File: config.mk
export PLATFORM = sky130hd
export DESIGN_NAME = radix_digit_converter_top
export DESIGN_NICKNAME = d
export VERILOG_FILES = /design/src/hw/rtl/rdc_pkg.sv /design/src/hw/rtl/rdc_seq.sv /design/src/hw/rtl/rdc_dpath.sv /design/src/hw/rtl/radix_digit_converter_top.sv
export SDC_FILE = /design/constraint.sdc
export NUM_CORES = 2
export LEC_CHECK = 0
export BUFFER_PORTS_ARGS = -buffer_cell sky130_fd_sc_hd__buf_2
export CAP_MARGIN = 10
export CELL_PAD_IN_SITES_DETAIL_PLACEMENT = 1
export CELL_PAD_IN_SITES_GLOBAL_PLACEMENT = 2
export CORE_UTILIZATION = 30
export DETAILED_ROUTE_END_ITERATION = 6
export PLACE_DENSITY_LB_ADDON = 0.1
export REMOVE_ABC_BUFFERS = 1
export SLEW_MARGIN = 20
export SYNTH_ARGS = -nofsm -noshare
export SYNTH_HDL_FRONTEND = slang
export SYNTH_HIERARCHICAL = 1
export SYNTH_SLANG_ARGS = --single-unit
File: constraint.sdc
create_clock -name clock -period 11.15 [get_ports clock]
set_clock_uncertainty 0.1 [all_clocks]
set_input_delay 0 -clock clock [delete_from_list [all_inputs] [get_ports clock]]
set_output_delay 0 -clock clock [all_outputs]
set_load 0.01 [all_outputs]
File: src/hw/rtl/rdc_pkg.sv
// ----------------------------------------------------------------------------
// rdc_pkg: shared types, constants and the control program
// Digit widths, microcode word layout, reciprocal table and step program for
// the radix digit converter.
// ----------------------------------------------------------------------------
package rdc_pkg;

   localparam int MAX_DIGITS = 10;
   localparam int FRAC_W     = 32;
   localparam int WHOLE_W    = 31;
   localparam int DIGIT_W    = 4;
   localparam int BASE_W     = 4;
   localparam int RECIP_W    = 32;
   localparam int PROD_W     = WHOLE_W + RECIP_W;
   localparam int FPROD_W    = FRAC_W + BASE_W;
   localparam int CNT_W      = $clog2(MAX_DIGITS + 1);
   localparam int IDX_W      = (MAX_DIGITS > 1) ? $clog2(MAX_DIGITS) : 1;
   localparam int PC_W       = 4;

   localparam logic [BASE_W-1:0] BASE_RESET = 4'd2;
   localparam logic [BASE_W-1:0] BASE_MIN   = 4'd2;
   localparam logic [BASE_W-1:0] BASE_MAX   = 4'd9;

   // step addresses
   localparam logic [PC_W-1:0] STEP_LOAD     = 4'd0;
   localparam logic [PC_W-1:0] STEP_WCHK     = 4'd1;
   localparam logic [PC_W-1:0] STEP_DIV_MUL  = 4'd2;
   localparam logic [PC_W-1:0] STEP_DIV_FIX  = 4'd3;
   localparam logic [PC_W-1:0] STEP_CCHK     = 4'd4;
   localparam logic [PC_W-1:0] STEP_EMIT_W   = 4'd5;
   localparam logic [PC_W-1:0] STEP_FCHK     = 4'd6;
   localparam logic [PC_W-1:0] STEP_EMIT_F   = 4'd7;
   localparam logic [PC_W-1:0] STEP_ECHK     = 4'd8;
   localparam logic [PC_W-1:0] STEP_EMIT_Z   = 4'd9;
   localparam logic [PC_W-1:0] PROG_LEN      = 4'd10;

   typedef enum logic [2:0] {
      OP_NOP        = 3'd0,
      OP_LOAD       = 3'd1,
      OP_DIV_MUL    = 3'd2,
      OP_DIV_FIX    = 3'd3,
      OP_EMIT_WHOLE = 3'd4,
      OP_EMIT_FRAC  = 3'd5,
      OP_EMIT_ZERO  = 3'd6
   } op_type;

   typedef enum logic [3:0] {
      COND_NEVER      = 4'd0,
      COND_ALWAYS     = 4'd1,
      COND_WHOLE_ZERO = 4'd2,
      COND_DIV_MORE   = 4'd3,
      COND_COUNT_ZERO = 4'd4,
      COND_COUNT_MORE = 4'd5,
      COND_FRAC_ZERO  = 4'd6,
      COND_FRAC_MORE  = 4'd7,
      COND_EMITTED    = 4'd8
   } cond_type;

   typedef struct packed {
      op_type          op;
      cond_type        cond;
      logic [PC_W-1:0] target;
   } ucode_type;

   typedef struct packed {
      op_type op;
      logic   fire;
   } dp_ctrl_type;

   typedef struct packed {
      logic whole_zero;
      logic div_more;
      logic count_zero;
      logic count_more;
      logic frac_zero;
      logic frac_more;
      logic emitted;
      logic slot_free;
   } dp_stat_type;

   // control program, one word per step
   function automatic ucode_type rdc_ucode(input logic [PC_W-1:0] pc);
      ucode_type w;
      case (pc)
         STEP_LOAD:    w = '{OP_LOAD,       COND_NEVER,      STEP_LOAD};
         STEP_WCHK:    w = '{OP_NOP,        COND_WHOLE_ZERO, STEP_CCHK};
         STEP_DIV_MUL: w = '{OP_DIV_MUL,    COND_NEVER,      STEP_LOAD};
         STEP_DIV_FIX: w = '{OP_DIV_FIX,    COND_DIV_MORE,   STEP_DIV_MUL};
         STEP_CCHK:    w = '{OP_NOP,        COND_COUNT_ZERO, STEP_FCHK};
         STEP_EMIT_W:  w = '{OP_EMIT_WHOLE, COND_COUNT_MORE, STEP_EMIT_W};
         STEP_FCHK:    w = '{OP_NOP,        COND_FRAC_ZERO,  STEP_ECHK};
         STEP_EMIT_F:  w = '{OP_EMIT_FRAC,  COND_FRAC_MORE,  STEP_EMIT_F};
         STEP_ECHK:    w = '{OP_NOP,        COND_EMITTED,    STEP_LOAD};
         STEP_EMIT_Z:  w = '{OP_EMIT_ZERO,  COND_ALWAYS,     STEP_LOAD};
         default:      w = '{OP_NOP,        COND_ALWAYS,     STEP_LOAD};
      endcase
      return w;
   endfunction

   // floor(2^32 / base); quotient estimate is low by at most one
   function automatic logic [RECIP_W-1:0] rdc_recip(input logic [BASE_W-1:0] b);
      logic [RECIP_W-1:0] r;
      case (b)
         4'd3:    r = 32'h5555_5555;
         4'd4:    r = 32'h4000_0000;
         4'd5:    r = 32'h3333_3333;
         4'd6:    r = 32'h2AAA_AAAA;
         4'd7:    r = 32'h2492_4924;
         4'd8:    r = 32'h2000_0000;
         4'd9:    r = 32'h1C71_C71C;
         default: r = 32'h8000_0000;
      endcase
      return r;
   endfunction

   function automatic logic [BASE_W-1:0] rdc_clamp_base(input logic [BASE_W-1:0] b);
      logic [BASE_W-1:0] r;
      if (b < BASE_MIN) begin
         r = BASE_MIN;
      end else if (b > BASE_MAX) begin
         r = BASE_MAX;
      end else begin
         r = b;
      end
      return r;
   endfunction

endpackage

File: src/hw/rtl/rdc_seq.sv
// ----------------------------------------------------------------------------
// rdc_seq: microcode sequencer
// Step counter, program lookup, stall on a busy output slot, conditional jumps.
// ----------------------------------------------------------------------------
module rdc_seq
   import rdc_pkg::*;
(
   input  logic        clock,
   input  logic        reset,
   input  logic        req_tvalid,
   input  dp_stat_type stat,
   output dp_ctrl_type ctrl
);

   logic [PC_W-1:0] pc_ff, pc_in;
   ucode_type       uw;
   logic            needs_slot;
   logic            fire;
   logic            take;

   assign uw = rdc_ucode(pc_ff);

   always_comb begin
      needs_slot = uw.op inside {OP_EMIT_WHOLE, OP_EMIT_FRAC, OP_EMIT_ZERO};
      fire = (!needs_slot || stat.slot_free) && ((uw.op != OP_LOAD) || req_tvalid);
      case (uw.cond)
         COND_NEVER:      take = 1'b0;
         COND_ALWAYS:     take = 1'b1;
         COND_WHOLE_ZERO: take = stat.whole_zero;
         COND_DIV_MORE:   take = stat.div_more;
         COND_COUNT_ZERO: take = stat.count_zero;
         COND_COUNT_MORE: take = stat.count_more;
         COND_FRAC_ZERO:  take = stat.frac_zero;
         COND_FRAC_MORE:  take = stat.frac_more;
         COND_EMITTED:    take = stat.emitted;
         default:         take = 1'b1;
      endcase
      // hold on a stall, else jump or advance
      if (!fire) begin
         pc_in = pc_ff;
      end else if (take) begin
         pc_in = uw.target;
      end else begin
         pc_in = pc_ff + PC_W'(1);
      end
   end

   assign ctrl.op   = uw.op;
   assign ctrl.fire = fire;

   always_ff @(posedge clock) begin
      if (reset) begin
         pc_ff <= STEP_LOAD;
      end else begin
         pc_ff <= pc_in;
      end
   end

`ifndef SYNTHESIS
   a_pc_in_program: assert property (@(posedge clock) disable iff (reset)
      pc_ff < PROG_LEN)
      else $error("step counter left the program");

   a_stall_holds: assert property (@(posedge clock) disable iff (reset)
      !fire |=> $stable(pc_ff))
      else $error("step counter moved during a stall");
`endif

endmodule

File: src/hw/rtl/rdc_dpath.sv
// ----------------------------------------------------------------------------
// rdc_dpath: conversion datapath
// Reciprocal divide, fraction multiply, whole digit store and output register.
// ----------------------------------------------------------------------------
module rdc_dpath
   import rdc_pkg::*;
(
   input  logic                clock,
   input  logic                reset,
   input  dp_ctrl_type         ctrl,
   input  logic [BASE_W-1:0]   base,
   input  logic [WHOLE_W-1:0]  in_whole,
   input  logic [FRAC_W-1:0]   in_frac,
   output dp_stat_type         stat,
   input  logic                rsp_ready,
   output logic                rsp_valid,
   output logic [DIGIT_W-1:0]  rsp_digit,
   output logic                rsp_is_frac,
   output logic                rsp_last
);

   logic [WHOLE_W-1:0] whole_ff, whole_in;
   logic [FRAC_W-1:0]  frac_ff, frac_in;
   logic [PROD_W-1:0]  prod_ff, prod_in;
   logic [CNT_W-1:0]   count_ff, count_in;
   logic [CNT_W-1:0]   fcnt_ff, fcnt_in;
   logic               emitted_ff, emitted_in;
   logic [DIGIT_W-1:0] store_ff [MAX_DIGITS];
   logic               store_we;
   logic               rsp_valid_ff, rsp_valid_in;
   logic [DIGIT_W-1:0] rsp_digit_ff, rsp_digit_in;
   logic               rsp_frac_ff, rsp_frac_in;
   logic               rsp_last_ff, rsp_last_in;

   logic [WHOLE_W-1:0] q_est, q_fix;
   logic [8:0]         qb_lo;
   logic [4:0]         r_est, r_fix;
   logic               corr;
   logic [FPROD_W-1:0] fprod;
   logic [CNT_W-1:0]   count_m1;
   logic               slot_free;

   // whole division: estimate, then one correction step
   always_comb begin
      q_est = prod_ff[PROD_W-1:RECIP_W];
      qb_lo = 9'(q_est[4:0]) * 9'(base);
      r_est = whole_ff[4:0] - qb_lo[4:0];
      corr  = (r_est >= {1'b0, base});
      r_fix = corr ? (r_est - {1'b0, base}) : r_est;
      q_fix = q_est + WHOLE_W'(corr);
   end

   assign fprod     = FPROD_W'(frac_ff) * FPROD_W'(base);
   assign count_m1  = count_ff - CNT_W'(1);
   assign slot_free = !rsp_valid_ff || rsp_ready;

   always_comb begin
      stat.whole_zero = (whole_ff == '0);
      stat.div_more   = (q_fix != '0) && (count_ff != CNT_W'(MAX_DIGITS - 1));
      stat.count_zero = (count_ff == '0);
      stat.count_more = (count_ff > CNT_W'(1));
      stat.frac_zero  = (frac_ff == '0);
      stat.frac_more  = (fprod[FRAC_W-1:0] != '0) && (fcnt_ff != CNT_W'(MAX_DIGITS - 1));
      stat.emitted    = emitted_ff;
      stat.slot_free  = slot_free;
   end

   always_comb begin
      whole_in     = whole_ff;
      frac_in      = frac_ff;
      prod_in      = prod_ff;
      count_in     = count_ff;
      fcnt_in      = fcnt_ff;
      emitted_in   = emitted_ff;
      store_we     = 1'b0;
      rsp_valid_in = rsp_valid_ff && !rsp_ready;
      rsp_digit_in = rsp_digit_ff;
      rsp_frac_in  = rsp_frac_ff;
      rsp_last_in  = rsp_last_ff;
      if (ctrl.fire) begin
         case (ctrl.op)
            OP_LOAD: begin
               whole_in   = in_whole;
               frac_in    = in_frac;
               count_in   = '0;
               fcnt_in    = '0;
               emitted_in = 1'b0;
            end
            OP_DIV_MUL: begin
               prod_in = PROD_W'(whole_ff) * PROD_W'(rdc_recip(base));
            end
            OP_DIV_FIX: begin
               store_we = 1'b1;
               whole_in = q_fix;
               count_in = count_ff + CNT_W'(1);
            end
            OP_EMIT_WHOLE: begin
               rsp_valid_in = 1'b1;
               rsp_digit_in = store_ff[count_m1[IDX_W-1:0]];
               rsp_frac_in  = 1'b0;
               rsp_last_in  = (count_ff == CNT_W'(1)) && (frac_ff == '0);
               count_in     = count_m1;
               emitted_in   = 1'b1;
            end
            OP_EMIT_FRAC: begin
               rsp_valid_in = 1'b1;
               rsp_digit_in = fprod[FPROD_W-1:FRAC_W];
               rsp_frac_in  = 1'b1;
               rsp_last_in  = !stat.frac_more;
               frac_in      = fprod[FRAC_W-1:0];
               fcnt_in      = fcnt_ff + CNT_W'(1);
               emitted_in   = 1'b1;
            end
            OP_EMIT_ZERO: begin
               rsp_valid_in = 1'b1;
               rsp_digit_in = '0;
               rsp_frac_in  = 1'b0;
               rsp_last_in  = 1'b1;
               emitted_in   = 1'b1;
            end
            default: begin
            end
         endcase
      end
   end

   always_ff @(posedge clock) begin
      if (reset) begin
         count_ff     <= '0;
         fcnt_ff      <= '0;
         emitted_ff   <= 1'b0;
         rsp_valid_ff <= 1'b0;
      end else begin
         count_ff     <= count_in;
         fcnt_ff      <= fcnt_in;
         emitted_ff   <= emitted_in;
         rsp_valid_ff <= rsp_valid_in;
      end
   end

   always_ff @(posedge clock) begin
      whole_ff     <= whole_in;
      frac_ff      <= frac_in;
      prod_ff      <= prod_in;
      rsp_digit_ff <= rsp_digit_in;
      rsp_frac_ff  <= rsp_frac_in;
      rsp_last_ff  <= rsp_last_in;
      if (store_we) begin
         store_ff[count_ff[IDX_W-1:0]] <= r_fix[DIGIT_W-1:0];
      end
   end

   assign rsp_valid   = rsp_valid_ff;
   assign rsp_digit   = rsp_digit_ff;
   assign rsp_is_frac = rsp_frac_ff;
   assign rsp_last    = rsp_last_ff;

`ifndef SYNTHESIS
   a_count_bound: assert property (@(posedge clock) disable iff (reset)
      count_ff <= CNT_W'(MAX_DIGITS) && fcnt_ff <= CNT_W'(MAX_DIGITS))
      else $error("digit counter past the store depth");

   a_rem_below_base: assert property (@(posedge clock) disable iff (reset)
      (ctrl.fire && ctrl.op == OP_DIV_FIX) |-> (r_fix < {1'b0, base}))
      else $error("corrected remainder not below the base");

   a_emit_from_store: assert property (@(posedge clock) disable iff (reset)
      (ctrl.fire && ctrl.op == OP_EMIT_WHOLE) |-> (count_ff != '0))
      else $error("whole digit read from an empty store");

   a_frac_digit_range: assert property (@(posedge clock) disable iff (reset)
      (ctrl.fire && ctrl.op == OP_EMIT_FRAC) |-> (fprod[FPROD_W-1:FRAC_W] < base))
      else $error("fraction digit not below the base");
`endif

endmodule

File: src/hw/rtl/radix_digit_converter_top.sv
// ----------------------------------------------------------------------------
// radix_digit_converter_top: radix digit converter
// Converts an unsigned whole part and a Q0.32 fraction into base 2..9 digits.
// ----------------------------------------------------------------------------
// Usage:
//  - Write the base on csr_wr_data with csr_wr_en high while the block is idle.
//    Values below 2 act as 2, above 9 act as 9. Reset sets base 2.
//  - Offer one item on req_*: whole part in req_tdata[30:0], fraction in
//    req_tdata[62:31]. The item is taken only at the program's load step.
//  - Digits come out on rsp_*, one item each: whole digits most significant
//    first (at most ten), then fraction digits in the order they arise (at
//    most ten). rsp_tuser marks a fraction digit, rsp_tlast the final digit.
//    A zero input yields a single whole digit 0 with rsp_tlast set.
//  - Work per item: each whole digit costs a reciprocal multiply and a
//    correction step plus one emit; each fraction digit one
//    multiply-and-emit. The first digit shows only once every whole digit
//    has been divided out.
//  - A stalled receiver holds the output register and freezes the step
//    counter on the next emit step; nothing is dropped.
//  - Reset (synchronous) returns the sequencer to its load step and empties
//    the output register.
// ----------------------------------------------------------------------------
module radix_digit_converter_top
   import rdc_pkg::*;
(
   input  logic                clock,
   input  logic                reset,
   // configuration
   input  logic                csr_wr_en,
   input  logic [BASE_W-1:0]   csr_wr_data,   // digit_base
   // input channel
   input  logic                req_tvalid,
   output logic                req_tready,
   input  logic [63:0]         req_tdata,     // [30:0] whole_value, [62:31] fraction_value
   // result channel
   output logic                rsp_tvalid,
   input  logic                rsp_tready,
   output logic [7:0]          rsp_tdata,     // [3:0] digit
   output logic                rsp_tuser,     // [0] is_fraction
   output logic                rsp_tlast      // last_digit
);

   logic [BASE_W-1:0]  base_ff, base_in;
   logic [BASE_W-1:0]  eff_base;
   dp_ctrl_type        ctrl;
   dp_stat_type        stat;
   logic [DIGIT_W-1:0] digit;

   // base register; clamp at the point of use
   assign base_in  = csr_wr_en ? csr_wr_data : base_ff;
   assign eff_base = rdc_clamp_base(base_ff);

   always_ff @(posedge clock) begin
      if (reset) begin
         base_ff <= BASE_RESET;
      end else begin
         base_ff <= base_in;
      end
   end

   // accept an item only while the program sits at its load step
   assign req_tready = (ctrl.op == OP_LOAD);

   rdc_seq u_seq (
      .clock      (clock),
      .reset      (reset),
      .req_tvalid (req_tvalid),
      .stat       (stat),
      .ctrl       (ctrl)
   );

   rdc_dpath u_dpath (
      .clock       (clock),
      .reset       (reset),
      .ctrl        (ctrl),
      .base        (eff_base),
      .in_whole    (req_tdata[WHOLE_W-1:0]),
      .in_frac     (req_tdata[WHOLE_W+FRAC_W-1:WHOLE_W]),
      .stat        (stat),
      .rsp_ready   (rsp_tready),
      .rsp_valid   (rsp_tvalid),
      .rsp_digit   (digit),
      .rsp_is_frac (rsp_tuser),
      .rsp_last    (rsp_tlast)
   );

   // pad the digit to a whole byte
   assign rsp_tdata = {4'b0000, digit};

`ifndef SYNTHESIS
   a_load_only_idle_out: assert property (@(posedge clock) disable iff (reset)
      (req_tvalid && req_tready) |=> !(rsp_tvalid && $rose(rsp_tvalid) && rsp_tuser))
      else $error("fraction digit produced right after an item was taken");

   a_tdata_pad: assert property (@(posedge clock) disable iff (reset)
      rsp_tvalid |-> (rsp_tdata[7:4] == 4'b0000 && rsp_tdata[3:0] < eff_base))
      else $error("output digit out of range");

   a_zero_is_last: assert property (@(posedge clock) disable iff (reset)
      (ctrl.fire && ctrl.op == OP_EMIT_ZERO) |=> (rsp_tvalid && rsp_tlast && !rsp_tuser))
      else $error("zero result not marked as the final whole digit");
`endif

endmodule

==> impl_summary.txt <==
----------------------------------------------------
[Worst setup path]
  Data required time of the critical path ... ~11 ns
  Category of cells accounting for the largest share of critical-path delay ... adder cells
  Critical path startpoint ... base_ff[3]$_SDFFE_PP0P_
  Count of buffering cells on the critical path with inverters included ... 8
  Worst setup SP type ... register
  Length in cells of the worst reg-to-reg path ... 30
  Critical setup path kind ... reg2reg
  Reg-to-reg setup timing slack ... 0.73 ns
  Critical path's slowest cell ... sky130_fd_sc_hd__o21a_1
  Worst flop-to-flop path endpoint ... u_dpath/prod_ff[56]$_DFFE_PP_
  Worst flop-to-flop path startpoint ... base_ff[3]$_SDFFE_PP0P_
  Worst Setup End Kind ... register
  Crit path largest cell delay ... 0.93 ns
  Endpoint arrival time on the critical path ... approximately 11 ns
  Most common cell on crit path ... sky130_fd_sc_hd__fa_1
  CP max FO ... 15

[GRT]
  Via count of the first global-routing pass ... ~30k
  Aggregate global-route resource usage ... 22.18%
  Total global routing overflow ... 0
  Global-route wire length before repair ... 198.2 mm
  Maximum number of pins on one net before global-route repair ... slightly above 60
  Antenna violations before repair ... 2

[Clocking]
  Clock root buffer ... sky130_fd_sc_hd__clkbuf_16
  Clock-pin slew of the registers on the worst-case setup and hold paths ... about 0.080 ns
  Cts bufs inserted ... 17
  Resized Gates After CTS ... 0
  CTS Hold Bufs ... between 70 and 80
  TritonCTS clock tree ... done
  Clock sink count ... between 150 and 200
  Deepest level of the CTS H-tree ... 4
  Setup Buffers After CTS ... 0
  Clock Latency Late Sink ... roughly 0.49 ns
  Number of buffers on the longest clock path ... 2

[Floorplan]
  Core Rows ... around 130
  Chip width ... 348.2 um
  Area of the die ... 0.1213 mm^2
  Die height ... between 300 and 400 um
  Core Region ... 0.1184 mm^2
  Starting Density ... a little under a third
  Boundary pin count ... between 80 and 90

[Final layout]
  Final #Nets ... about 5k
  Layout cell share with drive strength beyond 1 ... under 10%
  Area of the multi-input gates ... about 0.028 mm^2
  Sequential cell area ... around 0.0048 mm^2
  Total non-filler cell area in the finished layout ... a little under 0.04 mm^2
  Area growth from synthesis to final layout ... 10.45%
  Count of filler cells inserted in the layout ... 13.60k

[Synth]
  Mean cell area of the mapped netlist ... ~9.3 um^2
  Part of the Yosys area used for sequential elements ... 13.30%
  Flops & latches, synth ... between 150 and 200
  FFs w/ async S/R, synth ... 0%
  Cell with the most instances after synthesis ... sky130_fd_sc_hd__inv_1
  Library cell occupying the most area in the post-synthesis netlist ... sky130_fd_sc_hd__fa_1
  Number of warnings issued by yosys ... 6
  Share of the synthesized area in the top cell type ... a little over a third
  Synth unique cells ... 88
  Post-Syn Instances ... between 3k and 4k
  Top post-synthesis cells by area ... sky130_fd_sc_hd__fa_1 (35%), sky130_fd_sc_hd__ha_1 (13%), sky130_fd_sc_hd__edfxtp_1 (12%)
  Post-synth EDFFs ... 140
  Main flop type after synthesis ... sky130_fd_sc_hd__edfxtp_1
  Most instantiated cells after synthesis ... sky130_fd_sc_hd__inv_1 (746), sky130_fd_sc_hd__fa_1 (625), sky130_fd_sc_hd__nand2_1 (476)
  Synthesized area ... 0.03597 mm^2

[Worst hold path]
  Kind of path behind the tightest hold check ... in2reg
  Hold_sp ... req_tvalid
  Cell depth of the worst min-delay path ... 5
  End of the worst hold path ... u_seq/pc_ff[0]$_SDFFE_PP0N_

[Timing]
  Pins Over Slew Limit ... 0
  Minimum period implied by the final worst setup slack ... 10.42 ns
  Fmax ... about 96 MHz
  Unrepaired setup endpoints after global routing ... no
  Number of hold-slack violations in the final timing report ... 0
  Share of the clock period used by the worst path ... 93.45%
  Rel. slew slack ... between 20% and 30%
  Slew at the pin closest to its max-slew limit ... ~1.1 ns
  Number of failing setup endpoints in the final timing report ... 0

[Routing]
  DRT iter0 DRCs ... roughly 1.3k
  Post-detailed-route wirelength per cell ... between 20 and 25 um
  Antenna violation net count after detailed routing ... 0
  DR vias ... between 20k and 30k
  # DRC ... 0
  Number of iterations in the first detailed-routing pass ... 5
  Total Wirelength ... between 100 and 150 mm
  Mean number of vias per cell ... around 4.8

[Place]
  Routability congestion estimate ... roughly 0.86
  Hpwl dp ... ~110 mm
  Area after detailed placement ... about 0.038 mm^2
  Port bufs ... 79

[Flow run]
  Number of max-capacitance violations reported ... 0

[Outcome]
  Run status ... complete, no violations

----------------------------------------------------
-- layout by cell type, fill, tap and decap left out, types with 10 or more instances in the layout --
| cell type | Yosys | routed |
|---|---|---|
| sky130_fd_sc_hd__nor2b_1 | 19 | 18 |
| sky130_fd_sc_hd__dfxtp_1 | 29 | 28 |
| sky130_fd_sc_hd__mux2_2 | 10 | 10 |
| sky130_fd_sc_hd__nand3_1 | 41 | 41 |
| sky130_fd_sc_hd__xor2_1 | 63 | 63 |
| sky130_fd_sc_hd__nor4_1 | 22 | 22 |
| sky130_fd_sc_hd__o211ai_1 | 13 | 13 |
| sky130_fd_sc_hd__mux4_2 | 10 | 10 |
| sky130_fd_sc_hd__edfxtp_1 | 140 | 140 |
| sky130_fd_sc_hd__a21oi_1 | 117 | 116 |
| sky130_fd_sc_hd__buf_4 | 10 | 65 |
| sky130_fd_sc_hd__nand4_1 | 33 | 33 |
| sky130_fd_sc_hd__inv_1 | 746 | 746 |
| sky130_fd_sc_hd__a211oi_1 | 12 | 12 |
| sky130_fd_sc_hd__and3_1 | 36 | 36 |
| sky130_fd_sc_hd__o21bai_1 | 12 | 12 |
| sky130_fd_sc_hd__o21ai_0 | 112 | 112 |
| sky130_fd_sc_hd__buf_2 | 7 | 79 |
| sky130_fd_sc_hd__mux2i_1 | 11 | 11 |
| sky130_fd_sc_hd__o21a_1 | 18 | 18 |
| sky130_fd_sc_hd__clkbuf_16 | 0 | 17 |
| sky130_fd_sc_hd__ha_1 | 368 | 368 |
| sky130_fd_sc_hd__xnor2_1 | 101 | 101 |
| sky130_fd_sc_hd__and2_1 | 289 | 289 |
| sky130_fd_sc_hd__a21o_1 | 85 | 85 |
| sky130_fd_sc_hd__nand2_1 | 476 | 473 |
| sky130_fd_sc_hd__fa_1 | 625 | 625 |
| sky130_fd_sc_hd__nor3_1 | 36 | 33 |
| sky130_fd_sc_hd__nor2_1 | 87 | 83 |
| sky130_fd_sc_hd__nand2b_1 | 12 | 12 |
| sky130_fd_sc_hd__dlygate4sd3_1 | 0 | 78 |
| sky130_fd_sc_hd__a31oi_1 | 22 | 22 |
-- worst reg2reg max path, delay by kind of cell, from the launching register on --
family,cells,cell delay (ns)
flip-flops,1,0.54
AND/OR/NAND/NOR,6,1.47
XOR/XNOR,2,0.43
buffers and inverters,8,1.12
adder cells (fa/ha/maj),8,4.22
AO/OA/AOI/OAI,6,2.31
-- stage by stage --
stage          setup WS (ns)  TNS (ns)  hold WS, ns  instances  util (%)
2_1_floorplan        -0.4867    -5.599     -0.03093       3695         -
3_3_place_gp          0.7503         0       0.1743       5443     32.37
3_5_place_dp          0.6756         0       0.1797       5443     32.37
4_1_cts               0.6307         0      0.02863       5553     33.54
5_1_grt               0.2737         0      0.09116       5553     33.55
6_report              0.7308         0      0.09762       5556     33.55
-- cell type report --
cell class	count	area share (%)
Multi-Input combinational cell	2780	69.91
Sequential cell	169	12.05
Inverter	746	7.049
Tap cell	1600	5.040
Timing Repair Buffer	226	4.391
Clock buffer	17	1.071
Clock inverter	15	0.4693
Antenna cell	3	0.01890
-- metal layers --
| layer | global-route usage (%) | up-vias | share of wire (%) |
|---|---|---|---|
| met4 | 4.369 | 0 | 1.8 |
| met1 | 30.24 | 13970 | 47 |
| met3 | 1.418 | 92 | 2.1 |
| met2 | 38.64 | 331 | 49 |
| met5 | 0 | - | 0 |
| li1 | - | 12360 | - |
-- cell families (layout without fill, tap and decap cells) --
kind of cell	Yosys count	in the layout	synth area share (%)
simple gates	1097	1097	15.16
fa+ha+maj	995	995	47.65
buf+inv	910	1004	9.696
compound gates	487	487	8.864
flops	169	169	13.30
xor+xnor	164	164	3.994
mux	33	33	1.329
other cells	1	7	0.01043
-- flip-flops by register name, summed over array words and instances, names as in the netlist --
| register | flops |
|---|---|
| base_ff | 4 |
| u_dpath/rsp_last | 1 |
| u_dpath/emitted_ff | 1 |
| u_dpath/rsp_is_frac | 1 |
| u_dpath/store_ff | 40 |
| u_seq/pc_ff | 4 |
| u_seq/uw | 11 |
| u_dpath/count_ff | 4 |
| u_dpath/whole_ff | 31 |
| u_dpath/fcnt_ff | 4 |
| u_dpath/rsp_digit | 4 |
| u_dpath/frac_ff | 32 |
| u_dpath/prod_ff | 31 |
| u_dpath/rsp_valid | 1 |
-- worst max path at each step --
stage                                    end  slack, ns  depth (start not counted)
3_3_place_gp   u_dpath/prod_ff[51]$_DFFE_PP_       0.75                         26
6_report       u_dpath/prod_ff[56]$_DFFE_PP_       0.73                         30
2_1_floorplan  u_dpath/prod_ff[47]$_DFFE_PP_      -0.49                         27
5_1_grt        u_dpath/prod_ff[61]$_DFFE_PP_       0.27                         30
4_1_cts        u_dpath/prod_ff[56]$_DFFE_PP_       0.63                         30
3_5_place_dp   u_dpath/prod_ff[56]$_DFFE_PP_       0.68                         30
Power is left out: the tool's default activity adds up to more than one toggle a clock period on the data nets, which glitch-free logic cannot reach.
